[config.mk]
export PLATFORM = sky130hd
export DESIGN_NAME = scanner_response_parser_core
export DESIGN_NICKNAME = d
export VERILOG_FILES = /design/src/rtl/core/srp_pkg.sv /design/src/rtl/core/srp_parser.sv /design/src/rtl/core/scanner_response_parser_core.sv
export VERILOG_INCLUDE_DIRS = /design/src /design/src/rtl/core
export SDC_FILE = /design/constraint.sdc
export NUM_CORES = 1
export LEC_CHECK = 0
export BUFFER_PORTS_ARGS = -buffer_cell sky130_fd_sc_hd__clkbuf_2
export CORE_MARGIN = 4
export CORE_UTILIZATION = 30
export DETAILED_ROUTE_END_ITERATION = 8
export GPL_ROUTABILITY_DRIVEN = 0
export PLACE_DENSITY_LB_ADDON = 0.05
export SLEW_MARGIN = 20
export SYNTH_ARGS = -nofsm -noshare
export SYNTH_HDL_FRONTEND = slang
export SYNTH_SLANG_ARGS = --single-unit
[constraint.sdc]
create_clock -name clk -period 3.9 [get_ports clk]
set_input_delay 0.585 -clock clk [delete_from_list [all_inputs] [get_ports clk]]
set_output_delay 0.585 -clock clk [all_outputs]
set_load 0.01 [all_outputs]
[src/rtl/core/assert_macros.svh]
// Assertion macros shared by the scanner response parser RTL.
`ifndef ASSERT_MACROS_SVH
`define ASSERT_MACROS_SVH

// Concurrent check on the rising clock edge, masked while reset is asserted (active low).
`define SRP_ASSERT(lbl, clk_i, rstn_i, prop, msg) \
  lbl: assert property (@(posedge clk_i) disable iff (!rstn_i) prop) else $error(msg);

// Concurrent check on the rising clock edge that also holds across reset.
`define SRP_ASSERT_ALWAYS(lbl, clk_i, prop, msg) \
  lbl: assert property (@(posedge clk_i) prop) else $error(msg);

`endif

[src/rtl/core/srp_pkg.sv]
// Shared types, codes and reply tables for the scanner response parser.
`timescale 1ns / 1ps

package srp_pkg;

  // Input word commands; the fourth code is ignored.
  typedef enum logic [1:0] {
    CMD_BEGIN   = 2'd0,
    CMD_RX      = 2'd1,
    CMD_TIMEOUT = 2'd2
  } cmd_t;

  // Awaited reply selected by a begin word; other codes mean none.
  typedef enum logic [2:0] {
    REQ_NONE  = 3'd0,
    REQ_QUERY = 3'd1,
    REQ_POWER = 3'd2,
    REQ_READ  = 3'd3,
    REQ_CLEAR = 3'd4
  } req_t;

  // Result word event codes.
  typedef enum logic [3:0] {
    EV_NONE        = 4'd0,
    EV_CODE_BYTE   = 4'd1,
    EV_EMPTY_CODE  = 4'd2,
    EV_LIST_END    = 4'd3,
    EV_NONE_STORED = 4'd4,
    EV_NAME_BYTE   = 4'd5,
    EV_CLEAR_OK    = 4'd6,
    EV_CLEAR_BAD   = 4'd7,
    EV_POWER_OK    = 4'd8,
    EV_POWER_BAD   = 4'd9,
    EV_HEADER_BAD  = 4'd10,
    EV_IDLE_DROP   = 4'd11,
    EV_TIMEOUT     = 4'd12
  } ev_t;

  // Reply framing lengths and markers.
  localparam logic [4:0] HEADER_LEN  = 5'd11;
  localparam logic [4:0] QUERY_LEN   = 5'd25;
  localparam logic [4:0] ACK_LEN     = 5'd5;
  localparam logic [4:0] NAME_START  = 5'd5;
  localparam logic [4:0] TAG_FIRST   = 5'd2;
  localparam logic [4:0] TAG_LAST    = 5'd8;
  localparam logic [4:0] COUNT_HI    = 5'd9;
  localparam logic [7:0] NONE_STORED = 8'h05;

  // One parser result as it travels to the output register.
  typedef struct packed {
    logic       valid;
    ev_t        ev;
    logic [7:0] data;
    logic [7:0] ctype;
    logic       last;
    logic       done;
  } res_t;

  // "@MemoSc" tag found at header bytes 2 to 8.
  function automatic logic [7:0] header_tag(input logic [2:0] idx);
    logic [7:0] val;
    case (idx)
      3'd0:    val = 8'h40;
      3'd1:    val = 8'h4D;
      3'd2:    val = 8'h65;
      3'd3:    val = 8'h6D;
      3'd4:    val = 8'h6F;
      3'd5:    val = 8'h53;
      3'd6:    val = 8'h63;
      default: val = 8'h00;
    endcase
    return val;
  endfunction

  // Five-byte acknowledge: ESC @ C for clear, ESC @ P for power-down.
  function automatic logic [7:0] ack_char(input logic is_power, input logic [2:0] idx);
    logic [7:0] val;
    case (idx)
      3'd0:    val = 8'h02;
      3'd1:    val = 8'h1B;
      3'd2:    val = 8'h40;
      3'd3:    val = is_power ? 8'h50 : 8'h43;
      3'd4:    val = is_power ? 8'h09 : 8'h1A;
      default: val = 8'h00;
    endcase
    return val;
  endfunction

endpackage

[src/rtl/core/srp_parser.sv]
// Parser state and the per-word reply decoding between the input and result registers.
`timescale 1ns / 1ps
`include "assert_macros.svh"

module srp_parser (
  input  logic               clk,
  input  logic               rst_n,
  input  logic               go,
  input  srp_pkg::cmd_t      cmd,
  input  srp_pkg::req_t      req,
  input  logic [7:0]         rx_byte,
  output srp_pkg::res_t      res
);

  typedef enum logic [3:0] {
    MODE_IDLE    = 4'd0,
    MODE_QUERY   = 4'd1,
    MODE_POWER   = 4'd2,
    MODE_HEADER  = 4'd3,
    MODE_LENGTH  = 4'd4,
    MODE_CONTENT = 4'd5,
    MODE_CLEAR   = 4'd6,
    MODE_ERROR   = 4'd7
  } mode_t;

  mode_t       mode_r, mode_nxt;
  logic [4:0]  pos_r, pos_nxt;
  logic [15:0] remain_r, remain_nxt;
  logic [7:0]  rlen_r, rlen_nxt;
  logic [7:0]  rpos_r, rpos_nxt;
  logic [7:0]  rtype_r, rtype_nxt;
  logic [7:0]  cnt_hi_r, cnt_hi_nxt;

  logic [4:0]  tag_idx;
  logic [15:0] remain_dec;
  logic [15:0] count_full;
  logic [7:0]  ack_exp;
  logic        finish;
  logic        go_idle;

  assign tag_idx    = pos_r - srp_pkg::TAG_FIRST;
  assign remain_dec = remain_r - 16'd1;
  assign count_full = {cnt_hi_r, rx_byte};
  assign ack_exp    = srp_pkg::ack_char(mode_r == MODE_POWER, pos_r[2:0]);

  always_comb begin
    mode_nxt   = mode_r;
    pos_nxt    = pos_r;
    remain_nxt = remain_r;
    rlen_nxt   = rlen_r;
    rpos_nxt   = rpos_r;
    rtype_nxt  = rtype_r;
    cnt_hi_nxt = cnt_hi_r;
    res        = '0;
    res.ev     = srp_pkg::EV_NONE;
    finish     = 1'b0;
    go_idle    = 1'b0;

    unique case (cmd)
      srp_pkg::CMD_BEGIN: begin
        go_idle = 1'b1;
      end
      srp_pkg::CMD_TIMEOUT: begin
        go_idle   = 1'b1;
        res.valid = 1'b1;
        res.ev    = srp_pkg::EV_TIMEOUT;
      end
      srp_pkg::CMD_RX: begin
        unique case (mode_r)
          MODE_IDLE: begin
            res.valid = 1'b1;
            res.ev    = srp_pkg::EV_IDLE_DROP;
            res.data  = rx_byte;
          end
          MODE_QUERY: begin
            if (pos_r < srp_pkg::NAME_START) begin
              pos_nxt = pos_r + 5'd1;
            end else begin
              res.valid = 1'b1;
              res.ev    = srp_pkg::EV_NAME_BYTE;
              res.data  = rx_byte;
              if (pos_r >= srp_pkg::QUERY_LEN - 5'd1) begin
                res.last = 1'b1;
                go_idle  = 1'b1;
              end else begin
                pos_nxt = pos_r + 5'd1;
              end
            end
          end
          MODE_POWER, MODE_CLEAR: begin
            if (pos_r >= srp_pkg::ACK_LEN || ack_exp != rx_byte) begin
              mode_nxt  = MODE_ERROR;
              res.valid = 1'b1;
              res.ev    = (mode_r == MODE_POWER) ? srp_pkg::EV_POWER_BAD
                                                 : srp_pkg::EV_CLEAR_BAD;
              res.data  = rx_byte;
            end else if (pos_r == srp_pkg::ACK_LEN - 5'd1) begin
              go_idle   = 1'b1;
              res.valid = 1'b1;
              res.ev    = (mode_r == MODE_POWER) ? srp_pkg::EV_POWER_OK
                                                 : srp_pkg::EV_CLEAR_OK;
            end else begin
              pos_nxt = pos_r + 5'd1;
            end
          end
          MODE_HEADER: begin
            if (pos_r == 5'd0 && rx_byte == srp_pkg::NONE_STORED) begin
              go_idle   = 1'b1;
              res.valid = 1'b1;
              res.ev    = srp_pkg::EV_NONE_STORED;
              res.done  = 1'b1;
            end else if (pos_r >= srp_pkg::TAG_FIRST && pos_r <= srp_pkg::TAG_LAST &&
                         srp_pkg::header_tag(tag_idx[2:0]) != rx_byte) begin
              mode_nxt  = MODE_ERROR;
              res.valid = 1'b1;
              res.ev    = srp_pkg::EV_HEADER_BAD;
              res.data  = rx_byte;
            end else if (pos_r >= srp_pkg::HEADER_LEN - 5'd1) begin
              if (count_full == 16'd0) begin
                go_idle   = 1'b1;
                res.valid = 1'b1;
                res.ev    = srp_pkg::EV_LIST_END;
                res.done  = 1'b1;
              end else begin
                remain_nxt = count_full;
                mode_nxt   = MODE_LENGTH;
                rpos_nxt   = 8'd0;
              end
            end else begin
              if (pos_r == srp_pkg::COUNT_HI) begin
                cnt_hi_nxt = rx_byte;
              end
              pos_nxt = pos_r + 5'd1;
            end
          end
          MODE_LENGTH: begin
            rlen_nxt  = rx_byte;
            rpos_nxt  = 8'd0;
            rtype_nxt = 8'd0;
            if (rx_byte == 8'd0) begin
              finish = 1'b1;
              res.ev = srp_pkg::EV_EMPTY_CODE;
            end else begin
              mode_nxt = MODE_CONTENT;
            end
          end
          MODE_CONTENT: begin
            if (rpos_r == 8'd0) begin
              rtype_nxt = rx_byte;
              if (rlen_r <= 8'd1) begin
                finish    = 1'b1;
                res.ev    = srp_pkg::EV_EMPTY_CODE;
                res.ctype = rx_byte;
              end else begin
                rpos_nxt = 8'd1;
              end
            end else begin
              res.valid = 1'b1;
              res.ev    = srp_pkg::EV_CODE_BYTE;
              res.data  = rx_byte;
              res.ctype = rtype_r;
              if (rpos_r >= rlen_r - 8'd1) begin
                finish = 1'b1;
              end else begin
                rpos_nxt = rpos_r + 8'd1;
              end
            end
          end
          default: begin
            // Sticky error: bytes are dropped silently until a begin or a timeout.
          end
        endcase
      end
      default: begin
      end
    endcase

    // A finished code counts down; the final one closes the list.
    if (finish) begin
      res.valid = 1'b1;
      res.last  = 1'b1;
      if (remain_dec == 16'd0) begin
        go_idle  = 1'b1;
        res.done = 1'b1;
      end else begin
        remain_nxt = remain_dec;
        mode_nxt   = MODE_LENGTH;
        rpos_nxt   = 8'd0;
      end
    end

    if (go_idle) begin
      mode_nxt   = MODE_IDLE;
      pos_nxt    = 5'd0;
      remain_nxt = 16'd0;
      rlen_nxt   = 8'd0;
      rpos_nxt   = 8'd0;
      rtype_nxt  = 8'd0;
      cnt_hi_nxt = 8'd0;
    end

    if (cmd == srp_pkg::CMD_BEGIN) begin
      case (req)
        srp_pkg::REQ_QUERY: mode_nxt = MODE_QUERY;
        srp_pkg::REQ_POWER: mode_nxt = MODE_POWER;
        srp_pkg::REQ_READ:  mode_nxt = MODE_HEADER;
        srp_pkg::REQ_CLEAR: mode_nxt = MODE_CLEAR;
        default:            mode_nxt = MODE_IDLE;
      endcase
    end
  end

  always_ff @(posedge clk) begin
    if (!rst_n) begin
      mode_r   <= MODE_IDLE;
      pos_r    <= 5'd0;
      remain_r <= 16'd0;
      rlen_r   <= 8'd0;
      rpos_r   <= 8'd0;
      rtype_r  <= 8'd0;
      cnt_hi_r <= 8'd0;
    end else if (go) begin
      mode_r   <= mode_nxt;
      pos_r    <= pos_nxt;
      remain_r <= remain_nxt;
      rlen_r   <= rlen_nxt;
      rpos_r   <= rpos_nxt;
      rtype_r  <= rtype_nxt;
      cnt_hi_r <= cnt_hi_nxt;
    end
  end

  `SRP_ASSERT(a_timeout_idles, clk, rst_n, (go && cmd == srp_pkg::CMD_TIMEOUT) |=> (mode_r == MODE_IDLE && remain_r == 16'd0), "timeout did not return the parser to idle")
  `SRP_ASSERT(a_records_counted, clk, rst_n, (mode_r == MODE_LENGTH || mode_r == MODE_CONTENT) |-> (remain_r != 16'd0), "record parsing with no codes remaining")
  `SRP_ASSERT(a_last_kind, clk, rst_n, res.last |-> (res.ev == srp_pkg::EV_CODE_BYTE || res.ev == srp_pkg::EV_EMPTY_CODE || res.ev == srp_pkg::EV_NAME_BYTE), "end of run marked on a non-run event")

endmodule

[src/rtl/core/scanner_response_parser_core.sv]
// Top level of the scanner response parser: input register, parser and result register.
`timescale 1ns / 1ps
`include "assert_macros.svh"

// Byte-wise parser for a handheld scanner's serial replies. A begin word (tuser 0) selects the
// awaited reply (query, power-down, read codes or clear); each received-byte word (tuser 1) then
// advances the parser, and a timeout word (tuser 2) aborts to idle with a timeout event. A read
// reply is checked against its 11-byte header and then split into records whose content bytes
// stream out with their type byte; tlast marks the final byte of a code or of the device name, and
// the list-done flag marks the word that ends the list. Each input word gives at most one output
// word. The block accepts one word per clock cycle while the result register is free or being
// emptied. The parser state lives in a single set of registers updated in the cycle a word leaves
// the input register, so the only loop is that state update. A result passes from the input
// register through the parser into the result register, which offers it to the receiver.
// The input register stalls only while a result sits unaccepted in the output register.

module scanner_response_parser_core (
  input  logic        clk,
  input  logic        rst_n,
  input  logic        in_tvalid,
  output logic        in_tready,
  input  logic [15:0] in_tdata,   // [2:0] expect_req, [10:3] rx_byte, [15:11] zero
  input  logic [1:0]  in_tuser,   // [1:0] cmd
  output logic        out_tvalid,
  input  logic        out_tready,
  output logic [15:0] out_tdata,  // [7:0] data_byte, [15:8] code_type
  output logic [4:0]  out_tuser,  // [3:0] event_res, [4] list_done
  output logic        out_tlast   // last_of_run
);

  // Input register.
  logic           in_v_r;
  srp_pkg::cmd_t  cmd_r;
  srp_pkg::req_t  req_r;
  logic [7:0]     byte_r;

  // Result register.
  logic           out_v_r;
  srp_pkg::ev_t   ev_r;
  logic [7:0]     data_r;
  logic [7:0]     ctype_r;
  logic           last_r;
  logic           done_r;

  srp_pkg::res_t  res;
  logic           adv;

  // A word moves on when the result register is free or being emptied this cycle.
  assign adv       = in_v_r && (!out_v_r || out_tready);
  assign in_tready = !in_v_r || adv;

  always_ff @(posedge clk) begin
    if (!rst_n) begin
      in_v_r  <= 1'b0;
      out_v_r <= 1'b0;
    end else begin
      if (in_tready) begin
        in_v_r <= in_tvalid;
      end
      if (adv) begin
        out_v_r <= res.valid;
      end else if (out_tready) begin
        out_v_r <= 1'b0;
      end
    end
  end

  always_ff @(posedge clk) begin
    if (in_tready && in_tvalid) begin
      cmd_r  <= srp_pkg::cmd_t'(in_tuser);
      req_r  <= srp_pkg::req_t'(in_tdata[2:0]);
      byte_r <= in_tdata[10:3];
    end
    if (adv) begin
      ev_r    <= res.ev;
      data_r  <= res.data;
      ctype_r <= res.ctype;
      last_r  <= res.last;
      done_r  <= res.done;
    end
  end

  srp_parser u_parser (
    .clk     (clk),
    .rst_n   (rst_n),
    .go      (adv),
    .cmd     (cmd_r),
    .req     (req_r),
    .rx_byte (byte_r),
    .res     (res)
  );

  assign out_tvalid = out_v_r;
  assign out_tdata  = {ctype_r, data_r};
  assign out_tuser  = {done_r, ev_r};
  assign out_tlast  = last_r;

  `SRP_ASSERT(a_done_kind, clk, rst_n,
    (out_v_r && done_r) |-> (ev_r == srp_pkg::EV_CODE_BYTE || ev_r == srp_pkg::EV_EMPTY_CODE ||
                             ev_r == srp_pkg::EV_LIST_END || ev_r == srp_pkg::EV_NONE_STORED),
    "list end flagged on an unrelated event")
  `SRP_ASSERT(a_no_none_event, clk, rst_n,
    out_v_r |-> (ev_r != srp_pkg::EV_NONE),
    "result word carries no event")
  `SRP_ASSERT_ALWAYS(a_reset_empty, clk,
    !rst_n |=> (!out_tvalid && in_tready),
    "pipeline not empty after reset")

endmodule
==> metrics <==
xor-xnor portion of the synthesized cell area 0.02584; largest fanout on the critical path 12; sequential cell area fraction in the yosys report 0.3658; slack of the critical path between 0.3 and 0.4 ns; type of the most critical hold path input port to register; DR iter-0 viols 380; maximum number of pins on one net before global-route repair 43; Vias between 5000 and 6000; routed via count divided by cell count around 5.6; synthesized cell area just over 6000 um^2; standard-cell rows 51; worst slack, placed 0.2014 ns; number of global-route vias before repair 5357; leading cell types in the layout, fill and taps excluded sky130_fd_sc_hd__nand2_1 (68), sky130_fd_sc_hd__dfxtp_1 (59), sky130_fd_sc_hd__nor2_1 (52); post-synth top area cell sky130_fd_sc_hd__dfxtp_1; instance count of the mapped netlist roughly 700; global-route wire length before repair ~30000 um; dominant register cell in the synthesized netlist sky130_fd_sc_hd__dfxtp_1; post-synthesis share of cell area spent on and, or, nand and nor gates 0.2508; unrepaired setup endpoints after global routing no; main combinational cell family by area after synthesis simple AND/OR/NAND/NOR gates; Max H-tree Level 3; clock transition time at the flip-flop clock pins of the worst setup and hold paths approximately 0.070 ns; final antenna-violating net count 0; number of DRC violations after detailed routing 0; number of antenna cells inserted 0; number of hold violations in the final report 0; total grt overflow 0; total power per unit cell area 317.8 nW/um^2; Vert. Die Dim ~150 um; average wire per cell in the routed design 18.95 um; fraction of the mapped netlist area in compound gates 0.2399; count of buffers from port buffering 40; Post-synth EDFFs 35; Num Clock Sinks 94; io pins between 40 and 50; HPWL Detailed ~14000 um; worst slew margin relative to its limit 0.5164; root buffer cell sky130_fd_sc_hd__clkbuf_16; DIE AREA 22690 um^2; fraction of final layout cells with drive strength greater than 1 0.1576; synthesis warning total 0; Startpoint Class register; initial core utilization 0.3095; cells along the critical path inv_1 -> ha_1 -> or3b_1 -> a21oi_1 -> o2111ai_1 -> o31ai_1 -> buf_4 -> nand4_1 -> a21oi_2 -> o22ai_1 -> nor3_1; Synth Net Count approximately 760; Filler cells 2070; post-synthesis register bit count 94; TritonCTS clock tree done; Crit path required time about 4.2 ns; Total Routing Usage GR 0.1708; DIE WIDTH 150.6 um; worst path arrival time about 3.8 ns; number of distinct standard cells referenced by the synthesized netlist 82; most frequent standard cell in the layout excluding fill and tap cells sky130_fd_sc_hd__nand2_1; length of the first detailed-routing pass in iterations 5; Final setup violation count 0; cell at the slowest stage of the critical path sky130_fd_sc_hd__a21oi_2; syn_area_per_cell 8.631 um^2; final core utilization 0.3496; fraction of synthesized area in multiplexers 0.008612; Clock Latency Late Sink 0.36 ns; worst path buffer plus inverter count 2; Clock Path Buffers 2; final sum of negative setup slack 0 ns; area grow syn2layout 12.96%; Worst IR Drop VDD between 0.2 and 0.25 mV; number of maximum-capacitance constraint violations 0; skew final 0.008135 ns; leakage dissipation between 2 and 3 nW; delay of the slowest cell on the worst path between 0.5 and 0.6 ns; final-stage net count around 780; Period minus WS final between 3 and 4 ns; Inserted Clock Buffers 9; Hold WS 0.3994 ns; async set-reset flop share out of synthesis 0; outcome finished, final reports clean; class of the most critical setup path register to register; Worst-Margin Slew 0.7072 ns; total length of routed wires 18970 um; crit share post-route 0.9156; fmax roughly 280 MHz; Core Box Area around 20000 um^2; antenna violations before repair 0; ranking of synthesized cells by area sky130_fd_sc_hd__dfxtp_1 (19%), sky130_fd_sc_hd__edfxtp_1 (17%), sky130_fd_sc_hd__ha_1 (5.7%); number of max-slew violations in the final report 0; area share of fa/ha/maj cells after synthesis 0.05741; Largest delay share family, worst path compound AO/OA/AOI/OAI gates; area share of the largest cell type after synthesis 0.1936; sort of element at the end of the critical path register
==> logic make-up (layout without fill, tap and decap cells) <==
family | count (synthesis) | count (layout)
and+or+nand+nor | 287 | 287
DFF | 94 | 94
AOI/OAI and AO/OA | 203 | 203
muxes | 5 | 5
adders and majority gates | 28 | 28
buffers and inverters | 72 | 101
xor gates and xnor gates | 18 | 18
==> per-stage QoR <==
step	power, mW	cells	area, um^2
final	2.190	1001	6893
after global routing	2.274	1001	6893
after CTS	2.222	1001	6884
after detailed placement	1.306	985	6585
after global placement	1.304	985	6585
after floorplan	1.218	707	6102
==> worst reg2reg max path: cells and delay by family (launching register included) <==
kind | cells | cell delay [ns]
compound gates | 5 | 1.31
fa+ha+maj | 1 | 0.45
buf+inv | 2 | 0.40
flops | 1 | 0.49
simple gates | 3 | 0.85
==> state kept, by name, summed over array words and instances, names as in the netlist, 5 cells and up <==
| name | cells |
|---|---|
| u_parser.rlen_r | 8 |
| u_parser.rpos_r | 8 |
| u_parser.remain_r | 16 |
| byte_r | 8 |
| u_parser.rtype_r | 8 |
| u_parser.pos_r | 5 |
| data_r | 8 |
| u_parser.cnt_hi_r | 8 |
| ctype_r | 8 |
==> synth_stat cells, types with 6 or more instances <==
library cell and instances:
sky130_fd_sc_hd__nand2_1 68, sky130_fd_sc_hd__dfxtp_1 59, sky130_fd_sc_hd__nor2_1 52, sky130_fd_sc_hd__a21oi_1 48, sky130_fd_sc_hd__clkbuf_1 37, sky130_fd_sc_hd__edfxtp_1 35, sky130_fd_sc_hd__nor3_1 32, sky130_fd_sc_hd__o21ai_0 29
sky130_fd_sc_hd__ha_1 28, sky130_fd_sc_hd__nand3_1 23, sky130_fd_sc_hd__a22o_1 19, sky130_fd_sc_hd__inv_1 18, sky130_fd_sc_hd__nand4_1 17, sky130_fd_sc_hd__a22oi_1 13, sky130_fd_sc_hd__nor4_1 13, sky130_fd_sc_hd__xnor2_1 13
sky130_fd_sc_hd__and2_1 12, sky130_fd_sc_hd__or4_1 10, sky130_fd_sc_hd__and3_1 9, sky130_fd_sc_hd__buf_2 9, sky130_fd_sc_hd__nor2b_1 9, sky130_fd_sc_hd__a31o_2 8, sky130_fd_sc_hd__a31oi_1 7, sky130_fd_sc_hd__o31ai_1 7
sky130_fd_sc_hd__or3_1 7, sky130_fd_sc_hd__o211ai_1 6, sky130_fd_sc_hd__o221ai_1 6
==> area by class of cell <==
type | instances | area, um^2 | area share
clock buffers | 9 | 225.2 | 0.03267
multi-input cells | 541 | 3563 | 0.5170
flip-flops and latches | 94 | 2232 | 0.3238
clock inverters | 7 | 73.82 | 0.01071
well taps | 265 | 331.6 | 0.04810
repair buffers | 66 | 395.4 | 0.05736
inverters | 19 | 71.32 | 0.01035
==> per-layer routing <==
layer,vias to the layer above,part of all wire,global-route usage
met5,-,0,0
met1,2673,0.48,0.2404
li1,2732,-,-
met4,0,0.021,0.06120
met2,150,0.46,0.2682
met3,23,0.045,0.02318
==> timing repair <==
action,4_1_cts,5_1_grt
resized for setup,0,2
buffers inserted,0,0
hold endpoints to repair,0,0
hold buffers,0,0
endpoints found under the setup margin,0,8
==> where the power goes <==
group	total, mW	internal, mW	switching (mW)
combinational	0.217	0.0756	0.141
sequential	1.07	1.04	0.0262
clock	0.907	0.500	0.407
total	2.19	1.62	0.575
==> worst paths after layout <==
path                                  endpoint  slack [ns]                             start  depth (start not counted)
max          u_parser.remain_r[2]$_SDFFE_PN0P_        0.33    u_parser.pos_r[1]$_SDFFE_PN0P_                         11
min                         req_r[2]$_DFFE_PP_        0.40                       in_tdata[2]                          1
max reg2reg  u_parser.remain_r[2]$_SDFFE_PN0P_        0.33    u_parser.pos_r[1]$_SDFFE_PN0P_                         11
min reg2reg   u_parser.rtype_r[7]$_SDFFE_PN0P_        0.48  u_parser.rtype_r[7]$_SDFFE_PN0P_                          1
(Power assumes the default switching activity.)
